[config.mk]
export PLATFORM = sky130hd
export DESIGN_NAME = text_console_glyph_renderer
export DESIGN_NICKNAME = d
export VERILOG_FILES = /design/src/design/tcgr_pkg.sv /design/src/design/text_console_glyph_renderer.sv /design/src/design/tcgr_div.sv /design/src/design/tcgr_dp.sv /design/src/design/tcgr_ctrl.sv
export SDC_FILE = /design/constraint.sdc
export NUM_CORES = 2
export LEC_CHECK = 0
export ABC_AREA = 1
export BUFFER_PORTS_ARGS = -buffer_cell sky130_fd_sc_hd__buf_4
export CORE_MARGIN = 4
export CORE_UTILIZATION = 30
export DETAILED_ROUTE_END_ITERATION = 8
export REMOVE_ABC_BUFFERS = 1
export SYNTH_ARGS = -nofsm -noshare
export SYNTH_HDL_FRONTEND = slang
export SYNTH_SLANG_ARGS = --single-unit
[constraint.sdc]
create_clock -name clk -period 6.7 [get_ports clk]
set_input_delay 1.34 -clock clk [delete_from_list [all_inputs] [get_ports clk]]
set_output_delay 1.34 -clock clk [all_outputs]
set_load 0.02 [all_outputs]
[src/design/tcgr_pkg.sv]
// ----------------------------------------------------------------------------
// Text console glyph renderer package
// Shared constants, transaction types and controller/datapath interface types.
// ----------------------------------------------------------------------------
`timescale 1ns / 1ps

package tcgr_pkg;

  localparam int MAX_CHAR_WIDTH   = 32;
  localparam int MAX_CHAR_HEIGHT  = 64;
  localparam int MAX_TEXT_COLUMNS = 1023;
  localparam int MAX_TEXT_ROWS    = 511;
  localparam int MAX_LINE_PITCH   = 8192;
  localparam int ROW_LIMIT        = 1023;

  localparam int CW_W    = 6;
  localparam int CH_W    = 7;
  localparam int COLS_W  = 10;
  localparam int ROWS_W  = 9;
  localparam int PITCH_W = 14;
  localparam int COLOR_W = 24;
  localparam int ADDR_W  = 26;
  localparam int LINES_W = 15;

  localparam int COL_W = 10;
  localparam int ROW_W = 10;
  localparam int GBC_W = 2;
  localparam int GPR_W = 6;

  localparam int X_W    = 16;
  localparam int Y_W    = 16;
  localparam int YOFF_W = Y_W + PITCH_W;
  localparam int PIX_N  = 8;

  localparam int DIV_N_W = COL_W + 1;
  localparam int DIV_D_W = COLS_W;

  localparam int CFG_IDX_W  = 3;
  localparam int CFG_DATA_W = 24;

  localparam logic [CFG_IDX_W-1:0] CFG_CHAR_WIDTH   = 3'd0;
  localparam logic [CFG_IDX_W-1:0] CFG_CHAR_HEIGHT  = 3'd1;
  localparam logic [CFG_IDX_W-1:0] CFG_TEXT_COLUMNS = 3'd2;
  localparam logic [CFG_IDX_W-1:0] CFG_TEXT_ROWS    = 3'd3;
  localparam logic [CFG_IDX_W-1:0] CFG_LINE_PITCH   = 3'd4;
  localparam logic [CFG_IDX_W-1:0] CFG_TEXT_COLOR   = 3'd5;
  localparam logic [CFG_IDX_W-1:0] CFG_BG_COLOR     = 3'd6;
  localparam logic [CFG_IDX_W-1:0] CFG_TRANSPARENT  = 3'd7;

  localparam logic [1:0] KIND_GLYPH = 2'd0;
  localparam logic [1:0] KIND_CR    = 2'd1;
  localparam logic [1:0] KIND_LF    = 2'd2;

  localparam logic RK_PIXEL  = 1'b0;
  localparam logic RK_SCROLL = 1'b1;

  typedef struct packed {
    logic [1:0] kind;
    logic [7:0] glyph_byte;
  } item_t;

  typedef struct packed {
    logic               result_kind;
    logic [ADDR_W-1:0]  pixel_address;
    logic [COLOR_W-1:0] pixel_color;
    logic [LINES_W-1:0] scroll_lines;
    logic               last;
  } result_t;

  typedef struct packed {
    logic load;
    logic check;
    logic mul1;
    logic mul2;
    logic emit_scroll;
    logic emit_pixel;
    logic advance;
    logic div_finish;
  } dp_cmd_t;

  typedef struct packed {
    logic item_glyph;
    logic scroll_pend;
    logic any_pixel;
    logic pix_last;
    logic out_free;
    logic need_div;
    logic div_done;
  } dp_status_t;

endpackage

[src/design/text_console_glyph_renderer.sv]
// ----------------------------------------------------------------------------
// Text console glyph renderer
// Takes glyph bitmap bytes (byte column, then pixel row), carriage returns and
// line feeds, and turns each glyph byte into up to eight framebuffer pixel
// writes, preceded by a scroll request when a glyph starts below the last text
// row. The last result of each transaction carries last. Carriage return, line
// feed and the unused kind are taken in the idle state. A glyph byte passes
// through the scroll check and two multiply stages, then the scroll request if
// any and a pixel loop with one result per pixel written, then the cursor
// advance; each result holds the output register until it is taken, so a
// stalled consumer stalls the loop. When the final byte of a glyph pushes the
// cursor a full text row or more past the end, the bit-serial column divider
// runs before the next item is taken.
// ----------------------------------------------------------------------------
`timescale 1ns / 1ps

module text_console_glyph_renderer (
  input  logic                           clk,
  input  logic                           rst,
  input  logic                           cfg_write,
  input  logic [tcgr_pkg::CFG_IDX_W-1:0]  cfg_index,
  input  logic [tcgr_pkg::CFG_DATA_W-1:0] cfg_data,
  input  logic                           item_valid,
  output logic                           item_ready,
  input  tcgr_pkg::item_t                item,
  output logic                           result_valid,
  input  logic                           result_ready,
  output tcgr_pkg::result_t              result
);
  import tcgr_pkg::*;

  dp_cmd_t    cmd;
  dp_status_t status;

  tcgr_ctrl u_ctrl (
    .clk        (clk),
    .rst        (rst),
    .item_valid (item_valid),
    .item_ready (item_ready),
    .status     (status),
    .cmd        (cmd)
  );

  tcgr_dp u_dp (
    .clk          (clk),
    .rst          (rst),
    .cfg_write    (cfg_write),
    .cfg_index    (cfg_index),
    .cfg_data     (cfg_data),
    .item         (item),
    .cmd          (cmd),
    .status       (status),
    .result_valid (result_valid),
    .result_ready (result_ready),
    .result       (result)
  );

endmodule

[src/design/tcgr_div.sv]
// ----------------------------------------------------------------------------
// Text console glyph renderer column divider
// Restoring divider, one quotient bit per cycle, for multi-row column wrap.
// ----------------------------------------------------------------------------
`timescale 1ns / 1ps

module tcgr_div (
  input  logic                        clk,
  input  logic                        rst,
  input  logic                        start,
  input  logic [tcgr_pkg::DIV_N_W-1:0] dividend,
  input  logic [tcgr_pkg::DIV_D_W-1:0] divisor,
  output logic                        done,
  output logic [tcgr_pkg::DIV_N_W-1:0] quotient,
  output logic [tcgr_pkg::DIV_D_W-1:0] remainder
);
  import tcgr_pkg::*;

  localparam int CNT_W = $clog2(DIV_N_W + 1);

  logic                 busy;
  logic [CNT_W-1:0]     count;
  logic [DIV_N_W-1:0]   quot;
  logic [DIV_D_W-1:0]   rem;
  logic [DIV_D_W:0]     shifted;
  logic [DIV_D_W+1:0]   trial;
  logic                 ge;

  assign shifted = {rem, quot[DIV_N_W-1]};
  assign trial   = {1'b0, shifted} - {2'b00, divisor};
  assign ge      = ~trial[DIV_D_W+1];

  always_ff @(posedge clk) begin
    if (rst) begin
      busy  <= 1'b0;
      done  <= 1'b0;
      count <= '0;
    end else begin
      done <= 1'b0;
      if (start) begin
        busy  <= 1'b1;
        count <= CNT_W'(DIV_N_W);
      end else if (busy) begin
        count <= count - CNT_W'(1);
        if (count == CNT_W'(1)) begin
          busy <= 1'b0;
          done <= 1'b1;
        end
      end
    end
  end

  always_ff @(posedge clk) begin
    if (start) begin
      quot <= dividend;
      rem  <= '0;
    end else if (busy) begin
      quot <= {quot[DIV_N_W-2:0], ge};
      rem  <= ge ? trial[DIV_D_W-1:0] : shifted[DIV_D_W-1:0];
    end
  end

  assign quotient  = quot;
  assign remainder = rem;

endmodule

[src/design/tcgr_dp.sv]
// ----------------------------------------------------------------------------
// Text console glyph renderer datapath
// Register file, cursor state, address arithmetic and result register.
// ----------------------------------------------------------------------------
`timescale 1ns / 1ps

module tcgr_dp (
  input  logic                           clk,
  input  logic                           rst,
  input  logic                           cfg_write,
  input  logic [tcgr_pkg::CFG_IDX_W-1:0]  cfg_index,
  input  logic [tcgr_pkg::CFG_DATA_W-1:0] cfg_data,
  input  tcgr_pkg::item_t                item,
  input  tcgr_pkg::dp_cmd_t              cmd,
  output tcgr_pkg::dp_status_t           status,
  output logic                           result_valid,
  input  logic                           result_ready,
  output tcgr_pkg::result_t              result
);
  import tcgr_pkg::*;

  // configuration registers
  logic [CW_W-1:0]    char_width;
  logic [CH_W-1:0]    char_height;
  logic [COLS_W-1:0]  text_columns;
  logic [ROWS_W-1:0]  text_rows;
  logic [PITCH_W-1:0] line_pitch;
  logic [COLOR_W-1:0] text_color;
  logic [COLOR_W-1:0] background_color;
  logic               transparent_background;

  // effective values
  logic [CW_W-1:0]    cw;
  logic [CH_W-1:0]    ch;
  logic [COLS_W-1:0]  cols;
  logic [ROWS_W-1:0]  rows;
  logic [PITCH_W-1:0] pitch;

  // cursor state
  logic [COL_W-1:0] cursor_column;
  logic [ROW_W-1:0] cursor_row;
  logic [GBC_W-1:0] glyph_byte_column;
  logic [GPR_W-1:0] glyph_pixel_row;

  // per-transaction working registers
  logic [7:0]         bits;
  logic [ROW_W-1:0]   excess;
  logic               scroll_pend;
  logic [X_W-1:0]     xbase;
  logic [Y_W-1:0]     ybase;
  logic [X_W-1:0]     area_w;
  logic [Y_W-1:0]     area_h;
  logic [LINES_W-1:0] lines;
  logic [YOFF_W-1:0]  yoff;
  logic [PIX_N-1:0]   mask;
  logic [PIX_N-1:0]   mask_next;

  logic [ROW_W-1:0]   row_inc1;
  logic               chk_start;
  logic               col_over;
  logic [ROW_W-1:0]   row_a;
  logic [ROW_W-1:0]   exc_raw;

  logic [GPR_W:0]     gpr1;
  logic [GBC_W:0]     gbc1;
  logic [CW_W:0]      bpr_sum;
  logic [CW_W-3:0]    bpr;
  logic [COL_W:0]     next_col;
  logic [COL_W:0]     wrap_diff;
  logic               row_done;
  logic               glyph_done;
  logic               col_wrap;
  logic               need_div;

  logic [2:0]         sel_k;
  logic [PIX_N-1:0]   mask_cleared;
  logic               pix_last;

  logic               div_done;
  logic [DIV_N_W-1:0] div_q;
  logic [DIV_D_W-1:0] div_r;
  logic [ROW_W+1:0]   row_sum;

  always_ff @(posedge clk) begin
    if (rst) begin
      char_width             <= CW_W'(8);
      char_height            <= CH_W'(16);
      text_columns           <= COLS_W'(80);
      text_rows              <= ROWS_W'(25);
      line_pitch             <= PITCH_W'(1024);
      text_color             <= COLOR_W'(24'hCCCCCC);
      background_color       <= '0;
      transparent_background <= 1'b0;
    end else if (cfg_write) begin
      unique case (cfg_index)
        CFG_CHAR_WIDTH:   char_width             <= cfg_data[CW_W-1:0];
        CFG_CHAR_HEIGHT:  char_height            <= cfg_data[CH_W-1:0];
        CFG_TEXT_COLUMNS: text_columns           <= cfg_data[COLS_W-1:0];
        CFG_TEXT_ROWS:    text_rows              <= cfg_data[ROWS_W-1:0];
        CFG_LINE_PITCH:   line_pitch             <= cfg_data[PITCH_W-1:0];
        CFG_TEXT_COLOR:   text_color             <= cfg_data[COLOR_W-1:0];
        CFG_BG_COLOR:     background_color       <= cfg_data[COLOR_W-1:0];
        CFG_TRANSPARENT:  transparent_background <= cfg_data[0];
        default: ;
      endcase
    end
  end

  assign cw    = (char_width == '0) ? CW_W'(1) :
                 (char_width > CW_W'(MAX_CHAR_WIDTH)) ? CW_W'(MAX_CHAR_WIDTH) : char_width;
  assign ch    = (char_height == '0) ? CH_W'(1) :
                 (char_height > CH_W'(MAX_CHAR_HEIGHT)) ? CH_W'(MAX_CHAR_HEIGHT) : char_height;
  assign cols  = (text_columns == '0) ? COLS_W'(1) :
                 (text_columns > COLS_W'(MAX_TEXT_COLUMNS)) ? COLS_W'(MAX_TEXT_COLUMNS) :
                 text_columns;
  assign rows  = (text_rows == '0) ? ROWS_W'(1) :
                 (text_rows > ROWS_W'(MAX_TEXT_ROWS)) ? ROWS_W'(MAX_TEXT_ROWS) : text_rows;
  assign pitch = (line_pitch == '0) ? PITCH_W'(1) :
                 (line_pitch > PITCH_W'(MAX_LINE_PITCH)) ? PITCH_W'(MAX_LINE_PITCH) :
                 line_pitch;

  // scroll check at glyph start
  assign row_inc1  = (cursor_row == ROW_W'(ROW_LIMIT)) ? cursor_row : cursor_row + ROW_W'(1);
  assign chk_start = (glyph_byte_column == '0) && (glyph_pixel_row == '0);
  assign col_over  = cursor_column >= COL_W'(cols);
  assign row_a     = col_over ? row_inc1 : cursor_row;
  assign exc_raw   = row_a - ROW_W'(rows) + ROW_W'(1);

  // end-of-byte advance
  assign gpr1       = {1'b0, glyph_pixel_row} + (GPR_W+1)'(1);
  assign gbc1       = {1'b0, glyph_byte_column} + (GBC_W+1)'(1);
  assign bpr_sum    = {1'b0, cw} + (CW_W+1)'(7);
  assign bpr        = bpr_sum[CW_W:3];
  assign next_col   = {1'b0, cursor_column} + (COL_W+1)'(1);
  assign wrap_diff  = next_col - (COL_W+1)'(cols);
  assign row_done   = gpr1 >= ch;
  assign glyph_done = row_done && ((CW_W-2)'(gbc1) >= bpr);
  assign col_wrap   = next_col >= (COL_W+1)'(cols);
  assign need_div   = glyph_done && col_wrap && (wrap_diff >= (COL_W+1)'(cols));

  assign row_sum = {2'b00, cursor_row} + (ROW_W+2)'(div_q);

  always_ff @(posedge clk) begin
    if (rst) begin
      cursor_column     <= '0;
      cursor_row        <= '0;
      glyph_byte_column <= '0;
      glyph_pixel_row   <= '0;
    end else begin
      if (cmd.load) begin
        if (item.kind == KIND_CR || item.kind == KIND_LF) begin
          cursor_column     <= '0;
          glyph_byte_column <= '0;
          glyph_pixel_row   <= '0;
          if (item.kind == KIND_LF) begin
            cursor_row <= row_inc1;
          end
        end
      end
      if (cmd.check && chk_start && (col_over || cursor_row >= ROW_W'(rows))) begin
        cursor_column <= '0;
        if (row_a >= ROW_W'(rows)) begin
          cursor_row <= ROW_W'(rows) - ROW_W'(1);
        end else begin
          cursor_row <= row_a;
        end
      end
      if (cmd.advance) begin
        if (!row_done) begin
          glyph_pixel_row <= gpr1[GPR_W-1:0];
        end else begin
          glyph_pixel_row <= '0;
          if (!glyph_done) begin
            glyph_byte_column <= gbc1[GBC_W-1:0];
          end else begin
            glyph_byte_column <= '0;
            if (!col_wrap) begin
              cursor_column <= next_col[COL_W-1:0];
            end else if (!need_div) begin
              cursor_row    <= row_inc1;
              cursor_column <= wrap_diff[COL_W-1:0];
            end
          end
        end
      end
      if (cmd.div_finish) begin
        cursor_row    <= (row_sum > (ROW_W+2)'(ROW_LIMIT)) ? ROW_W'(ROW_LIMIT) :
                         row_sum[ROW_W-1:0];
        cursor_column <= div_r;
      end
    end
  end

  tcgr_div u_div (
    .clk       (clk),
    .rst       (rst),
    .start     (cmd.advance && need_div),
    .dividend  (next_col),
    .divisor   (cols),
    .done      (div_done),
    .quotient  (div_q),
    .remainder (div_r)
  );

  // emit mask: byte pixel in glyph width, inside text area, and set or opaque
  always_comb begin
    logic [CW_W-1:0] pos;
    logic [X_W-1:0]  xk;
    mask_next = '0;
    for (int k = 0; k < PIX_N; k++) begin
      pos = CW_W'({glyph_byte_column, 3'b000}) + CW_W'(k);
      xk  = xbase + X_W'(k);
      mask_next[k] = (pos < cw) && (xk < area_w) && (ybase < area_h) &&
                     (bits[3'(PIX_N - 1 - k)] || !transparent_background);
    end
  end

  always_comb begin
    sel_k = '0;
    for (int k = PIX_N - 1; k >= 0; k--) begin
      if (mask[k]) begin
        sel_k = 3'(k);
      end
    end
  end

  assign mask_cleared = mask & ~(PIX_N'(1) << sel_k);
  assign pix_last     = (mask_cleared == '0);

  always_ff @(posedge clk) begin
    if (cmd.load) begin
      bits <= item.glyph_byte;
    end
    if (cmd.check) begin
      scroll_pend <= 1'b0;
      if (chk_start && (col_over || cursor_row >= ROW_W'(rows)) &&
          row_a >= ROW_W'(rows)) begin
        scroll_pend <= 1'b1;
        excess      <= (exc_raw > ROW_W'(rows)) ? ROW_W'(rows) : exc_raw;
      end
    end
    if (cmd.mul1) begin
      xbase  <= X_W'(cursor_column) * X_W'(cw) + X_W'({glyph_byte_column, 3'b000});
      ybase  <= Y_W'(cursor_row) * Y_W'(ch) + Y_W'(glyph_pixel_row);
      area_w <= X_W'(cols) * X_W'(cw);
      area_h <= Y_W'(rows) * Y_W'(ch);
      lines  <= LINES_W'(excess) * LINES_W'(ch);
    end
    if (cmd.mul2) begin
      yoff <= YOFF_W'(ybase) * YOFF_W'(pitch);
      mask <= mask_next;
    end
    if (cmd.emit_pixel) begin
      mask <= mask_cleared;
    end
  end

  // result register
  always_ff @(posedge clk) begin
    if (rst) begin
      result_valid <= 1'b0;
    end else if (cmd.emit_scroll || cmd.emit_pixel) begin
      result_valid <= 1'b1;
    end else if (result_ready) begin
      result_valid <= 1'b0;
    end
  end

  always_ff @(posedge clk) begin
    if (cmd.emit_scroll) begin
      result.result_kind   <= RK_SCROLL;
      result.pixel_address <= '0;
      result.pixel_color   <= '0;
      result.scroll_lines  <= lines;
      result.last          <= (mask == '0);
    end else if (cmd.emit_pixel) begin
      result.result_kind   <= RK_PIXEL;
      result.pixel_address <= ADDR_W'(yoff + YOFF_W'(xbase) + YOFF_W'(sel_k));
      result.pixel_color   <= bits[3'(PIX_N - 1) - sel_k] ? text_color : background_color;
      result.scroll_lines  <= '0;
      result.last          <= pix_last;
    end
  end

  assign status.item_glyph  = (item.kind == KIND_GLYPH);
  assign status.scroll_pend = scroll_pend;
  assign status.any_pixel   = (mask != '0);
  assign status.pix_last    = pix_last;
  assign status.out_free    = !result_valid || result_ready;
  assign status.need_div    = need_div;
  assign status.div_done    = div_done;

endmodule

[src/design/tcgr_ctrl.sv]
// ----------------------------------------------------------------------------
// Text console glyph renderer controller
// Sequences load, scroll check, multiply, emit, cursor advance and column divide.
// ----------------------------------------------------------------------------
`timescale 1ns / 1ps

module tcgr_ctrl (
  input  logic                 clk,
  input  logic                 rst,
  input  logic                 item_valid,
  output logic                 item_ready,
  input  tcgr_pkg::dp_status_t status,
  output tcgr_pkg::dp_cmd_t    cmd
);
  import tcgr_pkg::*;

  typedef enum logic [7:0] {
    S_IDLE   = 8'b0000_0001,
    S_CHECK  = 8'b0000_0010,
    S_MUL1   = 8'b0000_0100,
    S_MUL2   = 8'b0000_1000,
    S_SCROLL = 8'b0001_0000,
    S_EMIT   = 8'b0010_0000,
    S_ADV    = 8'b0100_0000,
    S_DIV    = 8'b1000_0000
  } state_t;

  state_t state;
  state_t state_next;

  always_ff @(posedge clk) begin
    if (rst) begin
      state <= S_IDLE;
    end else begin
      state <= state_next;
    end
  end

  assign item_ready = (state == S_IDLE);

  always_comb begin
    state_next = state;
    cmd        = '0;
    unique case (state)
      S_IDLE: begin
        if (item_valid) begin
          cmd.load = 1'b1;
          if (status.item_glyph) begin
            state_next = S_CHECK;
          end
        end
      end
      S_CHECK: begin
        cmd.check  = 1'b1;
        state_next = S_MUL1;
      end
      S_MUL1: begin
        cmd.mul1   = 1'b1;
        state_next = S_MUL2;
      end
      S_MUL2: begin
        cmd.mul2   = 1'b1;
        state_next = status.scroll_pend ? S_SCROLL : S_EMIT;
      end
      S_SCROLL: begin
        if (status.out_free) begin
          cmd.emit_scroll = 1'b1;
          state_next      = S_EMIT;
        end
      end
      S_EMIT: begin
        if (!status.any_pixel) begin
          state_next = S_ADV;
        end else if (status.out_free) begin
          cmd.emit_pixel = 1'b1;
          if (status.pix_last) begin
            state_next = S_ADV;
          end
        end
      end
      S_ADV: begin
        cmd.advance = 1'b1;
        state_next  = status.need_div ? S_DIV : S_IDLE;
      end
      S_DIV: begin
        if (status.div_done) begin
          cmd.div_finish = 1'b1;
          state_next     = S_IDLE;
        end
      end
      default: state_next = S_IDLE;
    endcase
  end

endmodule

==> reports/metrics.csv <==
metric,value,unit
status,"complete, no violations",
antenna_found_initial,5,
fmax,0.159,GHz
arrival,6.67,ns
syn_inst,5091,
drc,0,
start_util,30.3,%
rr_worst_depth,26,
yosys.area.top_type,fa_1,
power.density,173,nW/µm²
ant_nets,0,
crit_required,7.06,ns
reg2reg_slack,0.39,ns
max_cap_viol_count,0,
worst_setup_path_end_kind,register,
grt_pass1_wl,189000,µm
synth.area.top_cells,"fa_1 (18%), ha_1 (16%), edfxtp_1 (12%)",
ys_seq_elements,358,
place_congestion,0.916,
grt_max_degree,63,
worst-slew-pin-transition,1.09,ns
post-route-min-period,6.31,ns
clockBufferDepth,3,
final_nets,6104,
finalPower,7.75,mW
cp_max_fo,14,
dpl_worst_slack,0.0943,ns
io_buffer_count,110,
layout_setup_ws,0.393,ns
crit_type,reg2reg,
grt_pass1_vias,33900,
vias,33700,
final_cells,6987,
endpoint,u_dp.yoff[24],
hold_path.class,reg2reg,
yosysSeqAreaShare,21.9,%
gr-usage-all-layers,16.8,%
wire_per_inst,17.0,µm
reg2reg_to,u_dp.yoff[24],
ys_async_sr_fraction,0,%
syn_area,40100,µm²
yosysWarnings,0,
dieWidth,373,µm
slew_headroom,27.0,%
finalClockSkew,0.0416,ns
fin_crit_sh,94.1,%
drive_gt1_share,7.25,%
numClockSinks,358,
chipHeight,373,µm
cts_tree,yes,
worstSetupStartpoint,u_dp.line_pitch[12],
cts_root_buffer,clkbuf_16,
netlist.area_leader.share,17.7,%
yosys_most_used_dff,dfxtp_1,
path_clk_slew,0.07,ns
finalSetupViolations,0,
dpl.hpwl,94400,µm
area_growth,11.9,%
start_kind,register,
hold_viol,0,
rr_startpoint,u_dp.line_pitch[12],
synth_edf_count,159,
drt_first_pass_iters,6,
peakVddDrop,0.000182,V
wl,119000,µm
core_area,132000,µm²
htree_levels,2,
drv_slew,0,
cts_buffers,44,
clock_latency,0.63,ns
synth_cell_types,67,
viasPerCell,4.82,
fin_setup_tns,0,ns
leakagePower,22.5,nW
final_util,33.9,%
num_io_pins,111,
drt_iter0_drc,2598,
globalRouteOverflowTotal,0,
std_cell_rows,133,
avgSynthCellArea,7.87,µm²
dp_cells,6900,
rsz0062_at_grt,false,
die-area,139000,µm²
-- critical path, stage by stage, from the launching register on --
cell and delay, ns:
dfxtp_1 0.32, inv_1 0.07, nand4_1 0.10, nor3_1 0.14
nand3_1 0.13, nand2_2 0.10, inv_2 0.07, nor2_1 0.09
buf_4 0.23, nand2_1 0.09, fa_1 0.48, fa_1 0.52
inv_1 0.06, fa_1 0.51, fa_1 0.53, fa_1 0.54
inv_1 0.05, fa_1 0.53, inv_1 0.04, ha_1 0.35
a21oi_2 0.17, o21ai_0 0.09, a211oi_1 0.25, nand3_1 0.16
a31oi_1 0.16, o21ai_0 0.12, xor2_1 0.16
-- metrics by stage --
step	cell area [µm²]	hold WS, ns
after floorplan	39400	0.425
after global placement	43100	0.432
after detailed placement	43100	0.438
after CTS	44700	0.447
after global routing	44800	0.470
final	44900	0.448
-- repair_timing --
| action | CTS | global route |
|---|---|---|
| hold endpoints to repair | 0 | 0 |
| hold buffers | 0 | 0 |
| setup endpoints to repair | 0 | 12 |
| resized for setup | 0 | 36 |
| setup buffers | 0 | 5 |
-- cells by family (layout without fill, tap and decap cells) --
group | count (synthesis) | count (layout) | share of synthesized area (%)
simple gates | 1796 | 1796 | 18.4
compound gates | 758 | 758 | 10.6
fa+ha+maj | 866 | 866 | 33.7
other cells | 1 | 3 | 0.00936
xor+xnor | 233 | 233 | 5.09
buf+inv | 1079 | 1218 | 10.4
flops | 358 | 358 | 21.9
-- worst min path at each step --
stage	slack (ns)	startpoint	to	cells after the start
after global placement	0.43	u_dp.text_color[20]	u_dp.text_color[20]	2
after global routing	0.47	u_dp.result[50]	u_dp.result[50]	2
after floorplan	0.43	u_dp.text_color[20]	u_dp.text_color[20]	2
final	0.45	u_dp.text_color[20]	u_dp.text_color[20]	2
after CTS	0.45	u_dp.text_color[20]	u_dp.text_color[20]	2
after detailed placement	0.44	u_dp.text_color[20]	u_dp.text_color[20]	2
-- final cells by class --
| type | count | area (µm²) |
|---|---|---|
| Tap cell | 1755 | 2200 |
| Antenna cell | 2 | 5.00 |
| Clock buffer | 63 | 1360 |
| Fill cell | 13900 | 87300 |
| Timing Repair Buffer | 206 | 1570 |
| Clock inverter | 17 | 186 |
| Multi-Input combinational cell | 3654 | 27300 |
| Sequential cell | 358 | 8760 |
| Inverter | 932 | 3510 |
-- report_power, final --
| group | internal, mW | leakage, nW | total (mW) | switching [mW] |
|---|---|---|---|---|
| clock network | 1.50 | 0.757 | 2.54 | 1.03 |
| logic | 0.907 | 18.7 | 2.52 | 1.61 |
| registers | 2.53 | 3.06 | 2.69 | 0.165 |
-- cell usage after synthesis, types with 99 or more instances --
cell type,instances
fa_1,355
xor2_1,191
edfxtp_1,159
dfxtp_1,199
nand2_1,970
ha_1,511
clkbuf_1,99
a21oi_1,325
nor2_1,523
o21ai_0,260
inv_1,910
nand3_1,160
-- cells in the final DEF, fill, tap and decap left out, types with 6 or more instances in the layout --
cell type  instances
nand3_1          159
inv_1            903
o21bai_1          19
buf_4            201
clkbuf_1           7
a21o_1            14
edfxtp_1         159
or2_2             10
nand2_1          968
a21oi_2            9
a211oi_1           6
fa_1             355
clkbuf_16         50
o22ai_1            8
clkbuf_8           6
dfxtp_1          198
nand4_1           54
o21ai_2           12
o21ai_1           17
o221ai_1           8
a21oi_1          322
inv_2             14
nor4_1            11
nor2_2            10
nand2_2            8
xnor2_1           42
clkinv_2           8
ha_1             508
nor2_1           517
clkinv_1          13
o21ai_0          257
a31oi_1           18
xor2_1           191
nor3_1            25
o211ai_1          27
nor4_2             6
-- state kept, by name, summed over array words and instances, names as in the netlist, 7 cells and up --
register and cells:
u_ctrl.state 8, u_dp.area_h 16, u_dp.area_w 16, u_dp.background_color 24
u_dp.bits 8, u_dp.char_height 7, u_dp.cursor_column 10, u_dp.cursor_row 10
u_dp.excess 10, u_dp.line_pitch 14, u_dp.lines 15, u_dp.mask 8
u_dp.result 67, u_dp.text_color 24, u_dp.text_columns 10, u_dp.text_rows 9
u_dp.u_div.quotient 11, u_dp.u_div.remainder 10, u_dp.xbase 16, u_dp.ybase 16
u_dp.yoff 26
-- per-layer routing --
layer	GRT usage (%)	routed length [µm]
met1	22.8	54000
met2	26.9	52200
met3	3.02	8210
met4	5.80	4090
met5	0	42
Note: power is estimated with default switching activity, not from simulation.
